<file path="config.mk">
export PLATFORM = sky130hd
export DESIGN_NAME = lcdb_res_fifo
export DESIGN_NICKNAME = d
export VERILOG_FILES = /design/src/hw/rtl/lcdb_pkg.sv /design/src/hw/rtl/lcdb_res_fifo.sv
export SDC_FILE = /design/constraint.sdc
export NUM_CORES = 1
export LEC_CHECK = 0
export ABC_AREA = 1
export BUFFER_PORTS_ARGS = -buffer_cell sky130_fd_sc_hd__buf_2
export CORE_MARGIN = 2
export CORE_UTILIZATION = 45
export CTS_CLUSTER_SIZE = 14
export DETAILED_ROUTE_END_ITERATION = 8
export PLACE_DENSITY = 0.69
export SKIP_CTS_REPAIR_TIMING = 1
export SLEW_MARGIN = 20
export SYNTH_ARGS = -nofsm -noshare
export SYNTH_HDL_FRONTEND = slang
export SYNTH_SLANG_ARGS = --single-unit
</file>
<file path="constraint.sdc">
create_clock -name clk -period 7.6 [get_ports clk]
set_input_delay 1.52 -clock clk [delete_from_list [all_inputs] [get_ports clk]]
set_output_delay 1.52 -clock clk [all_outputs]
set_load 0.03 [all_outputs]
</file>
<file path="src/hw/rtl/lcdb_pkg.sv">
// Shared constants, types and helper functions for the dual-budget LRU cache.
`default_nettype none
package lcdb_pkg;

    localparam int SLOTS       = 4096;
    localparam int SLOT_W      = $clog2(SLOTS);
    localparam int LINK_W      = SLOT_W + 1;
    localparam logic [LINK_W-1:0] NIL = LINK_W'(SLOTS);
    localparam int BUCKET_BITS = 12;
    localparam int NBUCKETS    = 1 << BUCKET_BITS;
    localparam int FONT_COUNT  = 3;
    localparam int FONT_W      = 3;
    localparam int KEY_W       = 32;
    localparam int WIDTH_W     = 11;
    localparam int HEIGHT_W    = 10;
    localparam int DIMS_W      = WIDTH_W + HEIGHT_W;
    localparam int COUNT_W     = 13;
    localparam int BYTES_W     = 35;
    localparam int BLIM_W      = 29;
    localparam int STAMP_W     = 32;
    localparam int MAX_EVICT   = 62;
    localparam int EVCNT_W     = 6;
    localparam int BIT_W       = 6;
    localparam int BM_W        = 1 << BIT_W;
    localparam int ROW_W       = SLOT_W - BIT_W;
    localparam int BM_ROWS     = 1 << ROW_W;
    localparam int CMD_DEPTH   = 4;
    localparam int RES_DEPTH   = 4;
    localparam int CFG_IDX_W   = 1;
    localparam int CFG_DATA_W  = 29;

    localparam logic [31:0] HASH_GOLD = 32'h9E37_79B9;
    localparam logic [31:0] HASH_MUL  = 32'h85EB_CA6B;
    localparam logic [COUNT_W-1:0] ENTRY_LIMIT_RST = 13'd2000;
    localparam logic [BLIM_W-1:0]  BYTE_LIMIT_RST  = 29'd29360128;

    typedef enum logic [CFG_IDX_W-1:0] {
        CFG_ENTRY_LIMIT = 1'b0,
        CFG_BYTE_LIMIT  = 1'b1
    } cfg_reg_t;

    typedef enum logic [1:0] {
        KIND_HIT    = 2'd0,
        KIND_INSERT = 2'd1,
        KIND_EVICT  = 2'd2,
        KIND_REJECT = 2'd3
    } kind_t;

    typedef struct packed {
        logic                   is_frame;
        logic [KEY_W-1:0]       key;
        logic [FONT_W-1:0]      font;
        logic [WIDTH_W-1:0]     w;
        logic [HEIGHT_W-1:0]    h;
        logic [BUCKET_BITS-1:0] bucket;
    } cmd_t;

    typedef struct packed {
        kind_t               kind;
        logic [KEY_W-1:0]    key;
        logic [FONT_W-1:0]   font;
        logic [SLOT_W-1:0]   slot;
        logic [WIDTH_W-1:0]  width;
        logic [HEIGHT_W-1:0] height;
        logic [COUNT_W-1:0]  live;
        logic [BYTES_W-1:0]  bytes;
        logic                last;
    } result_t;

    typedef enum logic [4:0] {
        ST_CLEAR, ST_IDLE, ST_LOOK, ST_HEAD, ST_PROBE, ST_CMP,
        ST_HU1, ST_HU2, ST_HU3, ST_HITOUT, ST_MISS, ST_FREE,
        ST_INS1, ST_INS2, ST_SWC, ST_SWR, ST_EVH, ST_EVW,
        ST_EVU, ST_EVB, ST_EVE, ST_FINAL
    } back_state_t;

    function automatic logic [31:0] font_mul(input logic [FONT_W-1:0] f);
        return 32'(32'(f) * HASH_GOLD);
    endfunction

    function automatic logic [BIT_W-1:0] first_zero_bit(input logic [BM_W-1:0] v);
        logic [BIT_W-1:0] r;
        r = '0;
        for (int i = BM_W - 1; i >= 0; i--) begin
            if (!v[i]) r = BIT_W'(i);
        end
        return r;
    endfunction

    function automatic logic [ROW_W-1:0] first_zero_row(input logic [BM_ROWS-1:0] v);
        logic [ROW_W-1:0] r;
        r = '0;
        for (int i = BM_ROWS - 1; i >= 0; i--) begin
            if (!v[i]) r = ROW_W'(i);
        end
        return r;
    endfunction

endpackage
`default_nettype wire

</file>
<file path="src/hw/rtl/lcdb_res_fifo.sv">
// Result queue between the back end and the result ports.
`default_nettype none
module lcdb_res_fifo (
    input  wire                 clk,
    input  wire                 rst_n,
    input  wire                 res_push,
    input  lcdb_pkg::result_t   res_in,
    output logic                res_full,
    input  wire                 pop,
    output logic                empty,
    output lcdb_pkg::result_t   res_out
);
    import lcdb_pkg::*;

    localparam int PTR_W = $clog2(RES_DEPTH);
    localparam int CNT_W = $clog2(RES_DEPTH + 1);

    result_t          q_reg [RES_DEPTH];
    logic [PTR_W-1:0] wr_ptr_reg;
    logic [PTR_W-1:0] rd_ptr_reg;
    logic [CNT_W-1:0] count_reg;
    logic             do_pop;

    assign empty    = (count_reg == '0);
    assign res_full = (count_reg == CNT_W'(RES_DEPTH));
    assign res_out  = q_reg[rd_ptr_reg];
    assign do_pop   = pop && !empty;

    always_ff @(posedge clk or negedge rst_n) begin
        if (!rst_n) begin
            wr_ptr_reg <= '0;
            rd_ptr_reg <= '0;
            count_reg  <= '0;
        end
        else begin
            if (res_push) begin
                wr_ptr_reg <= wr_ptr_reg + 1'b1;
            end
            if (do_pop) begin
                rd_ptr_reg <= rd_ptr_reg + 1'b1;
            end
            count_reg <= count_reg + CNT_W'(res_push) - CNT_W'(do_pop);
        end
    end

    always_ff @(posedge clk) begin
        if (res_push) begin
            q_reg[wr_ptr_reg] <= res_in;
        end
    end

endmodule
`default_nettype wire

</file>
==> flow_summary.json, run 1 <==
{
  "status": "finished clean",
  "grt_max_degree": 163,
  "syn_nets": 1693,
  "power_density_nw_per_um2": 433,
  "place_congestion": 0.712,
  "min_to": "wr_ptr_reg[0]",
  "cts_inserted_buffers": 50,
  "final_layout_size_suffix_gt1_share_pct": 18.2,
  "wirelength_mm": 37.9,
  "min_path_cells": 1,
  "clock.fmax_ghz": 0.186,
  "cts_tree": "done",
  "critPathKind": "flop to output port",
  "die-area_um2": 44300,
  "synth_area_um2": 19200,
  "cap_violations": 0,
  "yosysTopAreaCell": "edfxtp_1",
  "ys_seq_area_share_pct": 75.4,
  "num_vias": 11500,
  "synth_common_cells": "476 x edfxtp_1, 373 x nand2_1, 239 x nor2_1, 187 x o21ai_0, 134 x inv_1",
  "fin_skew_ns": 0.0121,
  "worstMarginPinSlew_ns": 1.03,
  "yosys_register_bits": 483,
  "routed_via_density": 4.86,
  "initial_core_util_pct": 45.6,
  "drt_first_pass_iters": 5,
  "ys_types": 23,
  "globalRoute.totalOverflow": 0,
  "slew_viol_final": 0,
  "finalCritPeriodShare_pct": 70.9,
  "ir_drop_mv": 0.335,
  "avgSynthCellArea_um2": 12.3,
  "ys_top_cells_by_area": "edfxtp_1 75%, nand2_1 7.3%, o21ai_0 4.9%, nor2_1 4.7%, inv_1 2.6%",
  "setup_tns_ns": 0,
  "synth_most_common_cell": "edfxtp_1",
  "synth-edff-count": 476,
  "fp.coreArea_um2": 42000,
  "clockBufferDepth": 3,
  "slew_headroom_pct": 31.0,
  "port_buffers": 243,
  "r2r_slack_ns": 5.01,
  "synth_cells": 1563,
  "root_buffer": "clkbuf_16",
  "rsz0062_at_grt": "no",
  "clk_latency_ns": 0.57,
  "setup_violations": 0,
  "cp_data_arrival_time_ns": 3.87,
  "dp_slack_ns": 2.84,
  "hp-class": "flop to flop",
  "rr_startpoint": "wr_ptr_reg[0]",
  "row_count": 75,
  "detail-route-antenna-nets": 0,
  "synth_flop_cell": "edfxtp_1",
  "period_needed_ns": 5.39,
  "cts.sinks": 483,
  "syn2layout_area_growth_pct": 16.5,
  "synth_top_area_share_pct": 74.5,
  "crit_path_end_kind": "output port",
  "fin_ws_ns": 2.21,
  "finalHoldViolCount": 0,
  "grt_antenna_before_repair": 7,
  "hold_start": "wr_ptr_reg[0]",
  "leakagePower_uw": 0.00894,
  "reg2reg_to": "q_reg[0][96]",
  "boundaryPins": 244,
  "htree_levels": 2,
  "crit_fanout": 103,
  "post_drt_wl_per_cell_um": 16.0,
  "drc_errors": 0,
  "num-nets-final": 1917,
  "cp.required_ns": 6.08,
  "start_kind": "flop",
  "die_w_um": 210,
  "synth-async-reset-ratio_pct": 1.45,
  "die_y_um": 210,
  "grt_pass1_wl_mm": 59.1,
  "clk_pin_slew_ns": 0.06,
  "yosys_warnings": 0,
  "largest_register_ffs": 476,
  "grt_pass1_vias": 11200,
  "r2r_cells": 5,
  "place_hpwl_mm": 20.9,
  "grt.total_usage_pct": 17.1,
  "drt-initial-drc-count": 837
}
-- final cells by class --
class | count | area, um2
antenna | 2 | 5.00
clock buffer | 60 | 1350
clock inverter | 33 | 388
fill | 3528 | 19700
inverter | 136 | 541
multi-input combinational | 864 | 3630
sequential | 483 | 14500
tap | 539 | 674
timing repair buffer | 252 | 1280
-- worst max-delay path, stage by stage (launching register included) --
cell and delay (ns):
dfrtp_4 0.98, buf_4 0.69, buf_4 0.83, nor2_1 0.15
nor2_1 0.13, o21ai_0 0.09, nand2_1 0.10, buf_2 0.19
-- worst max path at each step --
stage	end	cells after the start	startpoint	slack, ns
after floorplan	q_reg[0][0]	3	res_push	3.01
after global placement	res_out[57]	7	rd_ptr_reg[0]	2.86
after detailed placement	res_out[51]	7	rd_ptr_reg[0]	2.84
after CTS	res_out[21]	7	rd_ptr_reg[0]	2.15
after global routing	res_out[49]	7	rd_ptr_reg[0]	1.86
final	res_out[30]	7	rd_ptr_reg[0]	2.21
-- report_power, final --
part	internal, uW	switching (uW)
Sequential	3490	174
Clock	1570	977
Combinational	854	2610
-- stage by stage --
stage | area [um2] | power, uW | util (%) | hold WS [ns] | std cells
6_report | 22300 | 9680 | 53.2 | 0.537 | 2369
5_1_grt | 22300 | 10300 | 53.1 | 0.569 | 2367
4_1_cts | 22300 | 9800 | 53.1 | 0.537 | 2367
3_5_place_dp | 20600 | 7230 | 49.0 | 0.529 | 2274
3_3_place_gp | 20600 | 7160 | 49.0 | 0.512 | 2274
2_1_floorplan | 19200 | 6360 | - | 0.449 | 1563
-- routing by layer --
| layer | track usage, % | vias to the layer above | share of wire, % |
|---|---|---|---|
| li1 | - | 5727 | - |
| met5 | 0 | - | 0.14 |
| met4 | 5.85 | 10 | 2.3 |
| met2 | 28.3 | 253 | 48 |
| met1 | 21.8 | 5465 | 43 |
| met3 | 4.54 | 66 | 6.7 |
-- cells in the final DEF, fill, tap and decap left out --
cell type / instances
diode_2: 2
inv_6: 4
dfrtp_1: 6
edfxtp_1: 476
fa_1: 1
clkinv_1: 12
nor3_1: 1
xor2_1: 2
xnor2_1: 1
buf_2: 243
clkbuf_1: 7
ha_1: 6
o21ai_0: 187
clkinv_2: 8
buf_4: 9
dfrtp_4: 1
o21ai_1: 52
clkbuf_16: 53
nand3_1: 2
clkinv_4: 2
bufinv_16: 9
inv_1: 130
clkinvlp_4: 2
inv_4: 1
nand2_1: 373
inv_8: 1
nor2_1: 239
-- cells by family (layout without fill, tap and decap cells) --
logic type / Yosys count / count (layout) / synth area share, %
buffers and inverters: 216 / 481 / 5.66
AO/OA/AOI/OAI: 239 / 239 / 6.23
flip-flops: 483 / 483 / 75.4
other: 0 / 2 / 0
adder cells (fa/ha/maj): 7 / 7 / 0.496
XOR/XNOR: 3 / 3 / 0.137
AND/OR/NAND/NOR: 615 / 615 / 12.1
No activity file was read; power rests on OpenSTA's default activity.
==> inputs of run 2 (changes only) <==
Settings changed: PLACE_DENSITY 0.69 to 0.71.
Clock period 7.6 ns to 4.5 ns, I/O delays scaled along.
==> flow_summary.json, run 2 (same netlist as run 1, synthesis figures left out) <==
{
  "detail-route-antenna-nets": 0,
  "root_buffer": "clkbuf_16",
  "num_vias": 11600,
  "critPathKind": "flop to output port",
  "cp.depth": 6,
  "cp_data_arrival_time_ns": 2.67,
  "boundaryPins": 244,
  "finalCritPeriodShare_pct": 79.3,
  "syn2layout_area_growth_pct": 16.3,
  "cp.required_ns": 3.60,
  "clk_latency_ns": 0.57,
  "stdcell_count": 2376,
  "crit_buf_inv": 3,
  "routed_via_density": 4.87,
  "crit_fanout": 91,
  "hp-class": "input port to async pin",
  "place_hpwl_mm": 22.3,
  "row_count": 75,
  "wirelength_mm": 39.1,
  "utilization_pct": 53.1,
  "slew_headroom_pct": 32.6,
  "cap_violations": 0,
  "drt_first_pass_iters": 5,
  "clock.fmax_ghz": 0.280,
  "die_w_um": 210,
  "slew_viol_final": 0,
  "fin_skew_ns": 0.0191,
  "power_density_nw_per_um2": 721,
  "layout_commonest_cell": "edfxtp_1",
  "final_cell_mix": "476 x edfxtp_1, 373 x nand2_1, 243 x buf_2",
  "setup_tns_ns": 0,
  "critPathSlowestCell": "clkinv_4",
  "grt_pass1_vias": 11200,
  "setup_violations": 0,
  "final_layout_size_suffix_gt1_share_pct": 18.5,
  "crit_family": "buffers and inverters",
  "grt_pass1_wl_mm": 60.1,
  "die_y_um": 210,
  "initial_core_util_pct": 45.6,
  "port_buffers": 243,
  "place_congestion": 0.745,
  "crit_path_end_kind": "output port",
  "start_kind": "flop",
  "grt_antenna_before_repair": 8,
  "crit_chain": "clkinv_4, buf_4, nor2_1, o21ai_1, nand2_1, buf_2",
  "largest_register_ffs": 476,
  "rsz0062_at_grt": "no",
  "die-area_um2": 44300,
  "num-nets-final": 1923,
  "period_needed_ns": 3.57,
  "status": "finished clean",
  "drc_errors": 0,
  "grt.total_usage_pct": 17.5,
  "r2r_cells": 5,
  "post_drt_wl_per_cell_um": 16.5,
  "htree_levels": 2,
  "drt-initial-drc-count": 864,
  "globalRoute.totalOverflow": 0,
  "ir_drop_mv": 0.546,
  "fp.coreArea_um2": 42000,
  "cts.sinks": 483,
  "slowest_delay_ns": 0.52,
  "cts_inserted_buffers": 50,
  "worstMarginPinSlew_ns": 1.01,
  "finalHoldViolCount": 0,
  "place_inst": 2280,
  "leakagePower_uw": 0.00892,
  "cts_tree": "done",
  "clockBufferDepth": 3,
  "clk_pin_slew_ns": 0.06,
  "grt_max_degree": 164
}
==> run 2: path summary, 6_finish.rpt <==
kind	start	endpoint	slack [ns]
min in group clk	wr_ptr_reg[0]	wr_ptr_reg[0]	0.53
setup / recovery	rd_ptr_reg[1]	res_out[103]	0.93
hold / removal	rst_n	count_reg[0]	0.16
max in group asynchronous	rst_n	rd_ptr_reg[0]	4.14
setup reg to reg	wr_ptr_reg[0]	q_reg[2][75]	2.40
hold reg to reg	wr_ptr_reg[0]	wr_ptr_reg[0]	0.53
==> run 2: where the power goes <==
group | leakage (uW) | total, uW | switching, uW | internal, uW
Combinational | 0.00369 | 6090 | 4560 | 1520
Clock | 0.000773 | 3910 | 1610 | 2300
Sequential | 0.00445 | 6090 | 203 | 5880
==> run 2: worst reg2reg max path: cells and delay by family, from the launching register on <==
kind          cells  cell delay (ns)
fa+ha+maj         1             0.14
buf+inv           3             1.09
flops             1             0.42
simple gates      1             0.10
==> run 2: area by class of cell <==
| type | count | area, um2 |
|---|---|---|
| flip-flops and latches | 483 | 14500 |
| diodes | 9 | 22.5 |
| fillers | 3557 | 19700 |
| inverters | 136 | 538 |
| repair buffers | 258 | 1420 |
| clock inverters | 24 | 201 |
| well taps | 539 | 674 |
| clock buffers | 63 | 1360 |
| multi-input cells | 864 | 3630 |
==> run 2: routing by layer <==
layer  vias up  share of wire (%)  routed length, um  GRT usage, %
met5         -               0.10                 40             0
met4         6                2.0                775          6.34
met3        61                7.7               3030          4.84
met2       290                 48              18900          28.8
met1      5485                 42              16400          22.4
li1       5737                  -                  -             -
==> run 2: per-stage QoR <==
stage,hold slack (ns),area (um2),setup WS [ns],total power [uW]
3_5_place_dp,0.522,20700,1.55,12300
4_1_cts,0.125,22300,0.898,16300
6_report,0.158,22300,0.932,16100
3_3_place_gp,0.514,20700,1.56,12200
5_1_grt,0.143,22300,0.712,17000
2_1_floorplan,0.449,19200,0.534,10700
==> inputs of run 3 (changes only) <==
Settings changed: PLACE_DENSITY 0.71 to 0.69.
Clock period 4.5 ns to 3.6 ns, I/O delays scaled along.
==> flow_summary.json, run 3 (same netlist as run 1, synthesis figures left out) <==
{
  "hold_start": "res_in[44]",
  "crit_fanout": 79,
  "min_to": "q_reg[3][44]",
  "fin_ws_ns": 0.421,
  "initial_core_util_pct": 45.6,
  "rr_startpoint": "count_reg[1]",
  "leakagePower_uw": 0.00900,
  "die_y_um": 210,
  "grt_max_degree": 228,
  "cts.sinks": 483,
  "fp.coreArea_um2": 42000,
  "slowest_delay_ns": 0.51,
  "start_kind": "flop",
  "grt_antenna_before_repair": 8,
  "routed_via_density": 4.89,
  "num-nets-final": 1931,
  "ir_drop_mv": 0.889,
  "layout_commonest_cell": "edfxtp_1",
  "min_path_cells": 1,
  "crit_path_end_kind": "output port",
  "place_congestion": 0.782,
  "cp.required_ns": 2.88,
  "final_cell_mix": "476 x edfxtp_1, 373 x nand2_1, 243 x buf_2",
  "cts_inserted_buffers": 50,
  "crit_family": "buffers and inverters",
  "clockBufferDepth": 3,
  "setup_tns_ns": 0,
  "clock.fmax_ghz": 0.315,
  "cp_data_arrival_time_ns": 2.46,
  "finalHoldViolCount": 0,
  "row_count": 75,
  "fin_skew_ns": 0.00912,
  "clk_pin_slew_ns": 0.06,
  "die-area_um2": 44300,
  "grt_pass1_wl_mm": 59.4,
  "r2r_slack_ns": 1.57,
  "cap_violations": 0,
  "period_needed_ns": 3.18,
  "slew_headroom_pct": 37.2,
  "wirelength_mm": 38.6,
  "largest_register_ffs": 476,
  "r2r_cells": 11,
  "crit_chain": "clkinv_4, buf_12, nor2_1, o21ai_0, nand2_1, buf_2",
  "power_density_nw_per_um2": 911,
  "drt_first_pass_iters": 5,
  "grt.total_usage_pct": 17.2,
  "cts_tree": "done",
  "globalRoute.totalOverflow": 0,
  "num_vias": 11700,
  "drt-initial-drc-count": 799,
  "drc_errors": 0,
  "hp-class": "input port to flop",
  "slew_viol_final": 0,
  "syn2layout_area_growth_pct": 17.3,
  "status": "finished clean",
  "setup_violations": 0,
  "clk_latency_ns": 0.58,
  "post_drt_wl_per_cell_um": 16.2,
  "final_layout_size_suffix_gt1_share_pct": 18.8,
  "die_w_um": 210,
  "place_hpwl_mm": 22.1,
  "boundaryPins": 244,
  "reg2reg_to": "count_reg[2]",
  "hold_slack_ns": 0.359,
  "finalCritPeriodShare_pct": 88.3,
  "crit_buf_inv": 3,
  "root_buffer": "clkbuf_16",
  "port_buffers": 243,
  "critPathKind": "flop to output port",
  "critPathSlowestCell": "clkinv_4",
  "worstMarginPinSlew_ns": 0.943,
  "dp_slack_ns": 0.996,
  "rsz0062_at_grt": "no",
  "detail-route-antenna-nets": 0,
  "htree_levels": 2,
  "grt_pass1_vias": 11400
}
run 3: cell type report:
class	instances	area [um2]
Clock inverter	34	343
Timing Repair Buffer	266	1490
Multi-Input combinational cell	864	3630
Antenna cell	4	10.0
Tap cell	539	674
Inverter	136	533
Clock buffer	59	1350
Fill cell	3483	19500
Sequential cell	483	14500
run 3: how the worst max path moves through the flow:
stage	start	end	slack (ns)	depth (start not counted)
after detailed placement	rd_ptr_reg[1]	res_out[14]	1.0	6
after floorplan	res_push	q_reg[0][0]	0.47	3
final	rd_ptr_reg[1]	res_out[74]	0.42	6
after CTS	rd_ptr_reg[1]	res_out[14]	0.36	6
after global placement	rd_ptr_reg[1]	res_out[20]	1.01	6
after global routing	rd_ptr_reg[1]	res_out[112]	0.22	6
run 3: worst register-to-register path, stage by stage, from the launching register on:
cell	delay, ns
dfrtp_1	0.45
nor2_1	0.13
nand2_1	0.13
nand2_1	0.11
inv_1	0.05
ha_1	0.26
inv_1	0.06
ha_1	0.12
inv_1	0.05
fa_1	0.42
nand2_1	0.09
nand2_1	0.05
run 3: per-stage QoR:
stage	cells	util (%)	total power (uW)	cell area (um2)
final	2385	53.5	20500	22500
after global routing	2385	53.5	21600	22500
after detailed placement	2287	49.5	15500	20800
after CTS	2380	53.5	20700	22500
after floorplan	1563	-	13400	19200
after global placement	2287	49.5	15300	20800
run 3: routing by layer:
metal	track usage [%]	part of all wire (%)
met2	29.3	49
met5	0	0.11
met1	21.1	42
met3	4.02	5.8
met4	7.12	2.9
run 3: where the power goes:
| group | switching [uW] | leakage, uW | internal (uW) |
|---|---|---|---|
| clock | 2070 | 0.000831 | 3170 |
| sequential | 242 | 0.00445 | 7360 |
| combinational | 5690 | 0.00371 | 1960 |
