[src/hw/rtl/lcdb_pkg.sv]
// Shared constants, types and helper functions for the dual-budget LRU cache.
`default_nettype none
package lcdb_pkg;

    localparam int SLOTS       = 4096;
    localparam int SLOT_W      = $clog2(SLOTS);
    localparam int LINK_W      = SLOT_W + 1;
    localparam logic [LINK_W-1:0] NIL = LINK_W'(SLOTS);
    localparam int BUCKET_BITS = 12;
    localparam int NBUCKETS    = 1 << BUCKET_BITS;
    localparam int FONT_COUNT  = 3;
    localparam int FONT_W      = 3;
    localparam int KEY_W       = 32;
    localparam int WIDTH_W     = 11;
    localparam int HEIGHT_W    = 10;
    localparam int DIMS_W      = WIDTH_W + HEIGHT_W;
    localparam int COUNT_W     = 13;
    localparam int BYTES_W     = 35;
    localparam int BLIM_W      = 29;
    localparam int STAMP_W     = 32;
    localparam int MAX_EVICT   = 62;
    localparam int EVCNT_W     = 6;
    localparam int BIT_W       = 6;
    localparam int BM_W        = 1 << BIT_W;
    localparam int ROW_W       = SLOT_W - BIT_W;
    localparam int BM_ROWS     = 1 << ROW_W;
    localparam int CMD_DEPTH   = 4;
    localparam int RES_DEPTH   = 4;
    localparam int CFG_IDX_W   = 1;
    localparam int CFG_DATA_W  = 29;

    localparam logic [31:0] HASH_GOLD = 32'h9E37_79B9;
    localparam logic [31:0] HASH_MUL  = 32'h85EB_CA6B;
    localparam logic [COUNT_W-1:0] ENTRY_LIMIT_RST = 13'd2000;
    localparam logic [BLIM_W-1:0]  BYTE_LIMIT_RST  = 29'd29360128;

    typedef enum logic [CFG_IDX_W-1:0] {
        CFG_ENTRY_LIMIT = 1'b0,
        CFG_BYTE_LIMIT  = 1'b1
    } cfg_reg_t;

    typedef enum logic [1:0] {
        KIND_HIT    = 2'd0,
        KIND_INSERT = 2'd1,
        KIND_EVICT  = 2'd2,
        KIND_REJECT = 2'd3
    } kind_t;

    typedef struct packed {
        logic                   is_frame;
        logic [KEY_W-1:0]       key;
        logic [FONT_W-1:0]      font;
        logic [WIDTH_W-1:0]     w;
        logic [HEIGHT_W-1:0]    h;
        logic [BUCKET_BITS-1:0] bucket;
    } cmd_t;

    typedef struct packed {
        kind_t               kind;
        logic [KEY_W-1:0]    key;
        logic [FONT_W-1:0]   font;
        logic [SLOT_W-1:0]   slot;
        logic [WIDTH_W-1:0]  width;
        logic [HEIGHT_W-1:0] height;
        logic [COUNT_W-1:0]  live;
        logic [BYTES_W-1:0]  bytes;
        logic                last;
    } result_t;

    typedef enum logic [4:0] {
        ST_CLEAR, ST_IDLE, ST_LOOK, ST_HEAD, ST_PROBE, ST_CMP,
        ST_HU1, ST_HU2, ST_HU3, ST_HITOUT, ST_MISS, ST_FREE,
        ST_INS1, ST_INS2, ST_SWC, ST_SWR, ST_EVH, ST_EVW,
        ST_EVU, ST_EVB, ST_EVE, ST_FINAL
    } back_state_t;

    function automatic logic [31:0] font_mul(input logic [FONT_W-1:0] f);
        return 32'(32'(f) * HASH_GOLD);
    endfunction

    function automatic logic [BIT_W-1:0] first_zero_bit(input logic [BM_W-1:0] v);
        logic [BIT_W-1:0] r;
        r = '0;
        for (int i = BM_W - 1; i >= 0; i--) begin
            if (!v[i]) r = BIT_W'(i);
        end
        return r;
    endfunction

    function automatic logic [ROW_W-1:0] first_zero_row(input logic [BM_ROWS-1:0] v);
        logic [ROW_W-1:0] r;
        r = '0;
        for (int i = BM_ROWS - 1; i >= 0; i--) begin
            if (!v[i]) r = ROW_W'(i);
        end
        return r;
    endfunction

endpackage
`default_nettype wire

[src/hw/rtl/lcdb_front.sv]
// Front end: accepts requests, maps the font, hashes the key and queues commands.
`default_nettype none
module lcdb_front (
    input  wire                            clk,
    input  wire                            rst_n,
    input  wire                            push,
    output logic                           full,
    input  wire                            action,
    input  wire  [31:0]                    key_id,
    input  wire  [7:0]                     font_index,
    input  wire  [lcdb_pkg::WIDTH_W-1:0]   width_px,
    input  wire  [lcdb_pkg::HEIGHT_W-1:0]  height_px,
    input  wire                            clearing,
    input  wire                            cmd_pop,
    output logic                           cmd_empty,
    output lcdb_pkg::cmd_t                 cmd
);
    import lcdb_pkg::*;

    localparam int PTR_W = $clog2(CMD_DEPTH);
    localparam int CNT_W = $clog2(CMD_DEPTH + 1);

    logic             a_valid_reg;
    cmd_t             a_cmd_reg;
    logic [31:0]      a_xk_reg;
    logic             b_valid_reg;
    cmd_t             b_cmd_reg;
    cmd_t             q_reg [CMD_DEPTH];
    logic [PTR_W-1:0] wr_ptr_reg;
    logic [PTR_W-1:0] rd_ptr_reg;
    logic [CNT_W-1:0] count_reg;
    logic [CNT_W:0]   occupancy;
    logic             accept;
    logic [FONT_W-1:0] font_mapped;
    logic [31:0]      hash_prod;

    assign occupancy   = {1'b0, count_reg} + (CNT_W+1)'(a_valid_reg) + (CNT_W+1)'(b_valid_reg);
    assign full        = clearing || (occupancy >= (CNT_W+1)'(CMD_DEPTH));
    assign accept      = push && !full;
    assign font_mapped = (font_index < 8'(FONT_COUNT)) ? font_index[FONT_W-1:0] : '0;
    assign hash_prod   = 32'(a_xk_reg * HASH_MUL);
    assign cmd_empty   = (count_reg == '0);
    assign cmd         = q_reg[rd_ptr_reg];

    always_ff @(posedge clk or negedge rst_n) begin
        if (!rst_n) begin
            a_valid_reg <= 1'b0;
            b_valid_reg <= 1'b0;
            wr_ptr_reg  <= '0;
            rd_ptr_reg  <= '0;
            count_reg   <= '0;
        end
        else begin
            a_valid_reg <= accept;
            b_valid_reg <= a_valid_reg;
            if (b_valid_reg) begin
                wr_ptr_reg <= wr_ptr_reg + 1'b1;
            end
            if (cmd_pop) begin
                rd_ptr_reg <= rd_ptr_reg + 1'b1;
            end
            count_reg <= count_reg + CNT_W'(b_valid_reg) - CNT_W'(cmd_pop);
        end
    end

    always_ff @(posedge clk) begin
        if (accept) begin
            a_cmd_reg.is_frame <= action;
            a_cmd_reg.key      <= key_id;
            a_cmd_reg.font     <= font_mapped;
            a_cmd_reg.w        <= width_px;
            a_cmd_reg.h        <= height_px;
            a_cmd_reg.bucket   <= '0;
            a_xk_reg           <= key_id ^ font_mul(font_mapped);
        end
        if (a_valid_reg) begin
            b_cmd_reg        <= a_cmd_reg;
            b_cmd_reg.bucket <= hash_prod[31 -: BUCKET_BITS];
        end
        if (b_valid_reg) begin
            q_reg[wr_ptr_reg] <= b_cmd_reg;
        end
    end

endmodule
`default_nettype wire

[config.mk]
export PLATFORM = sky130hd
export DESIGN_NAME = lcdb_front
export DESIGN_NICKNAME = d
export VERILOG_FILES = /design/src/hw/rtl/lcdb_pkg.sv /design/src/hw/rtl/lcdb_front.sv
export SDC_FILE = /design/constraint.sdc
export NUM_CORES = 1
export LEC_CHECK = 0
export BUFFER_PORTS_ARGS = -buffer_cell sky130_fd_sc_hd__buf_2
export CORE_UTILIZATION = 35
export CTS_CLUSTER_SIZE = 30
export DETAILED_ROUTE_END_ITERATION = 8
export HOLD_SLACK_MARGIN = 0.03
export PLACE_DENSITY = 0.59
export SETUP_SLACK_MARGIN = 0.1
export SLEW_MARGIN = 20
export SYNTH_ARGS = -nofsm -noshare
export SYNTH_HDL_FRONTEND = slang
export SYNTH_SLANG_ARGS = --single-unit
[constraint.sdc]
create_clock -name clk -period 7.4 [get_ports clk]
set_input_delay 0.74 -clock clk [delete_from_list [all_inputs] [get_ports clk]]
set_output_delay 0.74 -clock clk [all_outputs]
set_load 0.03 [all_outputs]
==> impl_metrics.env, run 1 <==
export IMPL_worstHoldPathType="input port to flop"
export IMPL_cts_clk_slew_worst_paths_ns=0.07
export IMPL_antenna_cells=0
export IMPL_numPortBuffers=137
export IMPL_synthXorXnorAreaFrac=0.03435
export IMPL_outcome="completed"
export IMPL_tns_ns=0
export IMPL_setup_violations=0
export IMPL_synth_fa_ha_area_frac=0.2758
export IMPL_post_drt_wl_per_cell_um=20.43
export IMPL_drc=0
export IMPL_final_cell_mix="434 x edfxtp_1, 300 x inv_1, 217 x fa_1"
export IMPL_postSynthAreaPerCell_sq_um=16.26
export IMPL_grt_ovfl_total=0
export IMPL_final_max_slew_violation_count=0
export IMPL_cts_root_buf="clkbuf_16"
export IMPL_cts_tree="built"
export IMPL_clkSinkCount=443
export IMPL_ys_flop_type="edfxtp_1"
export IMPL_synthDistinctLibCells=56
export IMPL_place_congestion=0.8909
export IMPL_met1_usage=0.2010
export IMPL_period_share=0.9050
export IMPL_synth_area_leaders="edfxtp_1 53%, fa_1 18%, ha_1 10%"
export IMPL_cp_start_kind="flop"
export IMPL_cts_resized=0
export IMPL_crit_fanout=7
export IMPL_clock_fmax_mhz=149.3
export IMPL_synth_compound_area_frac=0.02403
export IMPL_place_hpwl_mm=41.39
export IMPL_yosys_area_top_type="edfxtp_1"
export IMPL_antenna_found_initial=2
export IMPL_clock_latency_ns=0.58
export IMPL_grt_busiest_layer="met2"
export IMPL_design_die_area_sq_um=71740
export IMPL_n_fill_cell=6445
export IMPL_placed_cell_area_sq_um=26630
export IMPL_io_pins=138
export IMPL_syn_cell_area_sq_um=24730
export IMPL_crit_path_end_kind="flop"
export IMPL_met3_usage=0.02777
export IMPL_grt_max_degree=64
export IMPL_cts_path_max_buffers=3
export IMPL_yosys_area_share_simple=0.01568
export IMPL_worstReg2RegEnd="b_cmd_reg[7]"
export IMPL_cap_violations=0
export IMPL_path_class="flop to flop"
export IMPL_rrSetupSlack_ns=0.70
export IMPL_grt_usage=0.1546
export IMPL_fp_coreArea_sq_um=70030
export IMPL_viasPerCell=4.621
export IMPL_max_slew_margin=0.3700
export IMPL_routed_wl_mm=54.64
export IMPL_die_x_um=267.8
export IMPL_die_h_um=267.8
export IMPL_largest_reg_flops=276
export IMPL_ys_async_sr_fraction=0.02032
export IMPL_skew_ns=0.02276
export IMPL_cts_inserted_buffers=45
export IMPL_drive_gt1_frac=0.1736
export IMPL_synth_seq_area_share=0.5360
export IMPL_synth_ff_latch_count=443
export IMPL_worstMarginPinSlew_ns=0.9451
export IMPL_rsz0062_at_grt="no"
export IMPL_first_pass_iters=4
export IMPL_layout_commonest_cell="edfxtp_1"
export IMPL_grt_pass1_wl_mm=82.27
export IMPL_fp_row_count=97
export IMPL_grt_pass1_vias=13292
export IMPL_grtUsageMet2=0.2667
export IMPL_period_minus_slack_ns=6.697
export IMPL_area_delta_synth_final_pct=13.88
export IMPL_hold_path_startpoint="width_px[8]"
export IMPL_initial_utilization=0.3532
export IMPL_worstPathArrival_ns=7.01
export IMPL_synth_top_area_share=0.5269
export IMPL_synth_top_family_by_area="adder cells"
export IMPL_synth_cells=1521
export IMPL_htreeDepth=2
export IMPL_final_net_count=2180
export IMPL_synth_edf_count=434
export IMPL_critPathRequiredTime_ns=7.71
export IMPL_hold_path_depth=1
export IMPL_reg2reg_depth=21
export IMPL_dr_total_vias=12356
export IMPL_final_cell_area_sq_um=28170
export IMPL_yosys_warnings=0
export IMPL_hold_viol_final=0
export IMPL_synth_mux_area_fraction=0.06323
export IMPL_antenna_left=0
export IMPL_reg2reg_from="a_xk_reg[12]"
export IMPL_drt_iter0_markers=807
export IMPL_holdPathEnd="a_cmd_reg[30]"
-- Yosys cell counts (2+ instances only) --
master     instances
a211oi_1           4
a21o_1            10
a21oi_1           25
a31oi_1            3
and2_1             6
and3_1             2
buf_2              8
buf_4              3
clkbuf_1          17
dfrtp_1            9
edfxtp_1         434
fa_1             217
ha_1             198
inv_1            300
mux4_2            69
nand2_1           22
nand2b_1           3
nand3_1            9
nand3b_1           2
nand4_1            2
nand4b_1           2
nor2_1            18
nor2b_1            2
nor3_1             4
o2111ai_1          3
o211ai_1           4
o21a_1             7
o21ai_0           13
o21ai_1            3
xnor2_1           71
xor2_1            26
-- critical path, stage by stage (launching register included) --
cell	delay [ns]
edfxtp_1	0.55
ha_1	0.36
ha_1	0.31
fa_1	0.53
inv_1	0.06
fa_1	0.48
inv_1	0.06
fa_1	0.50
inv_1	0.05
fa_1	0.52
inv_1	0.05
fa_1	0.49
fa_1	0.42
ha_1	0.33
nand4_1	0.14
a211oi_1	0.34
o211ai_1	0.22
a21oi_1	0.31
nor2_1	0.15
o21ai_0	0.30
a21oi_1	0.13
xnor2_1	0.14
-- layout make-up --
cell class / count / area [sq um] / area share
clock buffers: 50 / 1145 / 0.04064
clock inverters: 33 / 386.6 / 0.01373
inverters: 300 / 1126 / 0.03998
multi-input cells: 756 / 10260 / 0.3644
flip-flops and latches: 443 / 13270 / 0.4711
well taps: 940 / 1176 / 0.04175
repair buffers: 152 / 800.8 / 0.02843
-- worst max-delay path by stage --
stage,start,to,cells past startpoint
floorplan,a_valid_reg,a_cmd_reg[12],6
global placement,a_xk_reg[12],b_cmd_reg[10],21
detailed placement,a_xk_reg[12],b_cmd_reg[10],21
CTS,a_xk_reg[12],b_cmd_reg[10],21
global route,a_xk_reg[12],b_cmd_reg[7],21
finish,a_xk_reg[12],b_cmd_reg[7],21
-- per-layer routing --
metal  vias to the layer above  part of all wire
met1                      6421              0.43
met2                       226              0.51
met5                         -           0.00049
met4                         4             0.020
met3                        61             0.045
li1                       5644                 -
-- through the flow --
| stage | worst slack (ns) | cells | hold slack, ns | util |
|---|---|---|---|---|
| finish | 0.7027 | 2674 | 0.3401 | 0.4022 |
| detailed placement | 0.6677 | 2590 | 0.4045 | 0.3802 |
| global route | 0.3025 | 2674 | 0.3091 | 0.4022 |
| CTS | 0.6386 | 2674 | 0.3028 | 0.4022 |
| floorplan | 0.5107 | 1528 | 0.4003 | - |
| global placement | 0.8473 | 2590 | 0.4014 | 0.3802 |
-- kinds of logic after synthesis --
kind of cell    Yosys count
compound gates           88
fa+ha+maj               415
other cells               1
mux                      70
simple gates             78
flops                   443
buf+inv                 329
xor+xnor                 97
-- what timing repair did --
action | CTS | global route
hold buffers | 1 | 0
setup buffers | 0 | 0
hold endpoints to repair | 9 | 0
Power of run 1 is left out: the tool's default activity adds up to more than one toggle a clock period on the data nets, which glitch-free logic cannot reach.
==> run 2, diff against run 1 <==
PLACE_DENSITY = 0.63   (was 0.59)
==> run 2 against run 1 <==
Non-clock buffer count decreased by 1. Design area down 0.89%. Sequential share of layout area rose by 0.42 points.
==> impl_metrics.env, run 2 (synthesis results as in run 1) <==
export IMPL_worstHoldPathType="input port to flop"
export IMPL_fp_coreArea_sq_um=70030
export IMPL_cts_clk_slew_worst_paths_ns=0.06
export IMPL_io_pins=138
export IMPL_crit_fanout=7
export IMPL_tns_ns=0
export IMPL_initial_utilization=0.3532
export IMPL_grt_pass1_wl_mm=80.47
export IMPL_drt_iter0_markers=716
export IMPL_cts_root_buf="clkbuf_16"
export IMPL_grt_usage=0.1513
export IMPL_max_slew_margin=0.2535
export IMPL_die_x_um=267.8
export IMPL_path_cells="inv_1 > fa_1 > inv_1 > fa_1 > fa_1 > ha_1 > ha_1 > inv_1 > fa_1 > fa_1 > fa_1 > inv_1 > ha_1 > nand4_1 > a211oi_1 > o211ai_1 > a21oi_1 > nor2_1 > o21ai_0 > a21oi_1 > xnor2_1"
export IMPL_htreeDepth=2
export IMPL_routed_wl_mm=53.54
export IMPL_final_max_slew_violation_count=0
export IMPL_met3_usage=0.02263
export IMPL_cts_resized=0
export IMPL_slowest_delay_ns=0.56
export IMPL_area_sequential_sq_um=13270
export IMPL_die_h_um=267.8
export IMPL_hold_viol_final=0
export IMPL_final_net_count=2176
export IMPL_numPortBuffers=137
export IMPL_fp_row_count=97
export IMPL_cp_start_kind="flop"
export IMPL_place_congestion=0.8775
export IMPL_place_hpwl_mm=40.38
export IMPL_grt_max_degree=62
export IMPL_grtUsageMet2=0.2612
export IMPL_period_share=0.9294
export IMPL_antenna_left=0
export IMPL_outcome="completed"
export IMPL_area_delta_synth_final_pct=12.87
export IMPL_crit_top_cell="fa_1"
export IMPL_cts_path_max_buffers=3
export IMPL_largest_reg_flops=276
export IMPL_worst_path_buf_inv=4
export IMPL_clock_latency_ns=0.59
export IMPL_cap_violations=0
export IMPL_fin_ws_ns=0.5225
export IMPL_design_die_area_sq_um=71740
export IMPL_layout_commonest_cell="edfxtp_1"
export IMPL_crit_family="adder cells"
export IMPL_worstPathArrival_ns=7.19
export IMPL_setup_violations=0
export IMPL_post_drt_wl_per_cell_um=20.09
export IMPL_antenna_found_initial=3
export IMPL_met1_usage=0.1974
export IMPL_dr_total_vias=12409
export IMPL_n_fill_cell=6405
export IMPL_skew_ns=0.03554
export IMPL_grt_ovfl_total=0
export IMPL_worstMarginPinSlew_ns=1.120
export IMPL_crit_path_end_kind="flop"
export IMPL_critPathRequiredTime_ns=7.71
export IMPL_viasPerCell=4.656
export IMPL_grt_busiest_layer="met2"
export IMPL_final_cell_mix="434 x edfxtp_1, 300 x inv_1, 217 x fa_1"
export IMPL_cts_tree="built"
export IMPL_pre_cts_ws_ns=0.5733
export IMPL_drc=0
export IMPL_grt_pass1_vias=13414
export IMPL_multi_input_area_sq_um=10260
export IMPL_drive_gt1_frac=0.1665
export IMPL_clkSinkCount=443
export IMPL_path_class="flop to flop"
export IMPL_cts_inserted_buffers=42
export IMPL_period_minus_slack_ns=6.877
export IMPL_first_pass_iters=7
export IMPL_rsz0062_at_grt="no"
export IMPL_crit_slowest_cell="fa_1"
export IMPL_clock_fmax_mhz=145.4
-- run 2: cell count changes in the layout (fill, tap and decap cells not counted), moves of 2 or more --
cell and delta:
clkinv_1 +2, clkinv_2 -3, bufinv_16 -5, clkinvlp_4 +2, clkbuf_16 -3, inv_6 -2
clkinv_4 -2, clkbuf_1 +2
-- run 2: worst paths after layout --
check	depth (start not counted)	start	slack, ns	endpoint
max	21	a_xk_reg[4]	0.52	b_cmd_reg[7]
max reg2reg	21	a_xk_reg[4]	0.52	b_cmd_reg[7]
max in group asynchronous	2	rst_n	6.64	rd_ptr_reg[0]
min in group asynchronous	2	rst_n	0.55	count_reg[1]
min reg2reg	0	a_cmd_reg[18]	0.41	b_cmd_reg[18]
min	1	width_px[8]	0.34	a_cmd_reg[30]
-- run 2: layout make-up --
cell class / instances / area share
multi-input cells: 756 / 0.3677
diodes: 1 / 0.00008963
inverters: 300 / 0.04034
clock buffers: 49 / 0.03859
flip-flops and latches: 443 / 0.4753
clock inverters: 25 / 0.007484
well taps: 940 / 0.04213
repair buffers: 151 / 0.02841
-- run 2: through the flow --
stage / instances / instance area [sq um] / utilization / hold WS [ns]
2_1_floorplan: 1528 / 24760 / - / 0.4003
4_1_cts: 2664 / 27920 / 0.3986 / 0.3069
5_1_grt: 2665 / 27920 / 0.3987 / 0.3242
3_3_place_gp: 2589 / 26620 / 0.3801 / 0.4009
6_report: 2665 / 27920 / 0.3987 / 0.3362
3_5_place_dp: 2589 / 26620 / 0.3801 / 0.4045
-- run 2: what timing repair did --
item | CTS | global route
hold endpoints to repair | 9 | 0
buffers inserted | 0 | 0
hold buffers | 1 | 0
-- run 2: worst reg2reg max path, delay by kind of cell (launching register included) --
| family | cells | cell delay (ns) |
|---|---|---|
| adders and majority gates | 9 | 3.83 |
| AOI/OAI and AO/OA | 5 | 1.41 |
| DFF | 1 | 0.55 |
| buffers and inverters | 4 | 0.37 |
| and+or+nand+nor | 2 | 0.32 |
| xor gates and xnor gates | 1 | 0.13 |
-- run 2: routing by layer --
layer  part of all wire  routed length [um]
met1               0.43               22990
met2               0.51               27240
met3              0.039                2079
met4              0.023                1206
met5            0.00030                  16
Power of run 2 is left out for the same reason.
==> run 3, diff against run 2 <==
RECOVER_POWER = 50   (was not set)
==> run 3 against run 2 <==
The run now ends with capacitance limit, slew limit left. Critical path depth unchanged. Wire length hardly changed. Highest routed layer is now met4. Clock-buffer cell count did not move. Maximum frequency is essentially flat. Non-clock buffer count unchanged. Utilization decreased by 0.093 points. Flip-flop and latch count unchanged. Clock skew decreased by 0.0018 ns. Die area unchanged. Design area shrank 0.23%.
==> impl_metrics.env, run 3 (synthesis results as in run 1) <==
export IMPL_outcome="complete, but fails checks"
export IMPL_violations="capacitance limit, slew limit"
export IMPL_path_class="flop to flop"
export IMPL_cts_tree="built"
export IMPL_period_share=0.9285
export IMPL_die_x_um=267.8
export IMPL_cts_inserted_buffers=42
export IMPL_grt_ovfl_total=0
export IMPL_area_delta_synth_final_pct=12.61
export IMPL_critPathRequiredTime_ns=7.71
export IMPL_cp_start_kind="flop"
export IMPL_final_net_count=2176
export IMPL_drive_gt1_frac=0.1415
export IMPL_worstHoldPathType="input port to flop"
export IMPL_grt_usage=0.1513
export IMPL_crit_path_end_kind="flop"
export IMPL_first_pass_iters=5
export IMPL_reg2reg_depth=21
export IMPL_die_h_um=267.8
export IMPL_setup_violations=0
export IMPL_routed_wl_mm=53.51
export IMPL_crit_cells=21
export IMPL_cts_root_buf="clkbuf_16"
export IMPL_worstPathArrival_ns=7.18
export IMPL_slowest_delay_ns=0.56
export IMPL_crit_top_cell="fa_1"
export IMPL_cts_path_max_buffers=3
export IMPL_rsz0062_at_grt="no"
export IMPL_cts_clk_slew_worst_paths_ns=0.06
export IMPL_dr_total_vias=12434
export IMPL_largest_reg_flops=276
export IMPL_initial_utilization=0.3532
export IMPL_post_drt_wl_per_cell_um=20.08
export IMPL_clkSinkCount=443
export IMPL_design_die_area_sq_um=71740
export IMPL_clock_fmax_mhz=145.5
export IMPL_grt_pass1_vias=13414
export IMPL_hold_viol_final=0
export IMPL_crit_family="adder cells"
export IMPL_place_hpwl_mm=40.38
export IMPL_final_max_slew_violation_count=106
export IMPL_grtUsageMet2=0.2612
export IMPL_drc=0
export IMPL_grt_busiest_layer="met2"
export IMPL_fp_row_count=97
export IMPL_period_minus_slack_ns=6.871
export IMPL_antenna_left=0
export IMPL_holdWs_ns=0.3350
export IMPL_viasPerCell=4.666
export IMPL_fp_coreArea_sq_um=70030
export IMPL_path_cells="inv_1 > fa_1 > inv_1 > fa_1 > fa_1 > ha_1 > ha_1 > inv_1 > fa_1 > fa_1 > fa_1 > inv_1 > ha_1 > nand4_1 > a211oi_1 > o211ai_1 > a21oi_1 > nor2_1 > o21ai_0 > a21oi_1 > xnor2_1"
export IMPL_final_cell_mix="434 x edfxtp_1, 300 x inv_1, 217 x fa_1"
export IMPL_worstMarginPinSlew_ns=2.201
export IMPL_crit_fanout=7
export IMPL_met3_usage=0.02263
export IMPL_place_congestion=0.8775
export IMPL_worst_path_buf_inv=4
export IMPL_crit_slowest_cell="fa_1"
export IMPL_io_pins=138
export IMPL_drt_iter0_markers=712
export IMPL_cap_violations=4
export IMPL_antenna_found_initial=2
export IMPL_tns_ns=0
export IMPL_met1_usage=0.1974
export IMPL_grt_max_degree=62
export IMPL_layout_commonest_cell="edfxtp_1"
export IMPL_skew_ns=0.03377
export IMPL_numPortBuffers=137
export IMPL_cts_setup_buffers=0
export IMPL_htreeDepth=2
export IMPL_max_slew_margin=-0.4676
export IMPL_clock_latency_ns=0.59
export IMPL_hold_path_depth=1
export IMPL_grt_pass1_wl_mm=80.47
[run 3: metal layers]
layer,vias to the layer above,wire [um]
li1,5620,-
met1,6494,22970
met2,256,27230
met3,64,2112
met4,0,1194
met5,-,0
[run 3: worst paths after layout]
check                      slack [ns]            end          start
setup / recovery                 0.53   b_cmd_reg[7]    a_xk_reg[4]
hold / removal                   0.34  a_cmd_reg[30]    width_px[8]
setup reg to reg                 0.53   b_cmd_reg[7]    a_xk_reg[4]
hold reg to reg                  0.41  b_cmd_reg[18]  a_cmd_reg[18]
max in group asynchronous        6.37  rd_ptr_reg[1]          rst_n
min in group asynchronous        0.65    b_valid_reg          rst_n
[run 3: repair_timing]
item / in CTS / in global routing
hold buffers: 1 / 0
gates resized for setup: 0 / 0
endpoints found under the setup margin: 0 / 0
hold endpoints to repair: 9 / 0
[run 3: cell type report]
class                           count  area, sq um
Clock inverter                     25        209.0
Fill cell                        6425        42180
Multi-Input combinational cell    756        10260
Sequential cell                   443        13260
Timing Repair Buffer              151        743.2
Antenna cell                        1        2.502
Tap cell                          940         1176
Clock buffer                       49         1077
Inverter                          300         1126
[run 3: per-stage QoR]
stage | area [sq um] | cells | worst slack (ns) | util
floorplan | 24760 | 1528 | 0.5107 | -
detailed placement | 26620 | 2589 | 0.5733 | 0.3801
CTS | 27920 | 2664 | 0.4959 | 0.3986
finish | 27850 | 2665 | 0.5288 | 0.3977
global placement | 26620 | 2589 | 0.8735 | 0.3801
global route | 27850 | 2665 | 0.1603 | 0.3977
[run 3: worst reg2reg max path: cells and delay by family, from the launching register on]
family          cells  cell delay [ns]
compound gates      5             1.41
flops               1             0.54
buf+inv             4             0.37
fa+ha+maj           9             3.83
simple gates        2             0.32
xor+xnor            1             0.13
Power of run 3 is left out for the same reason.
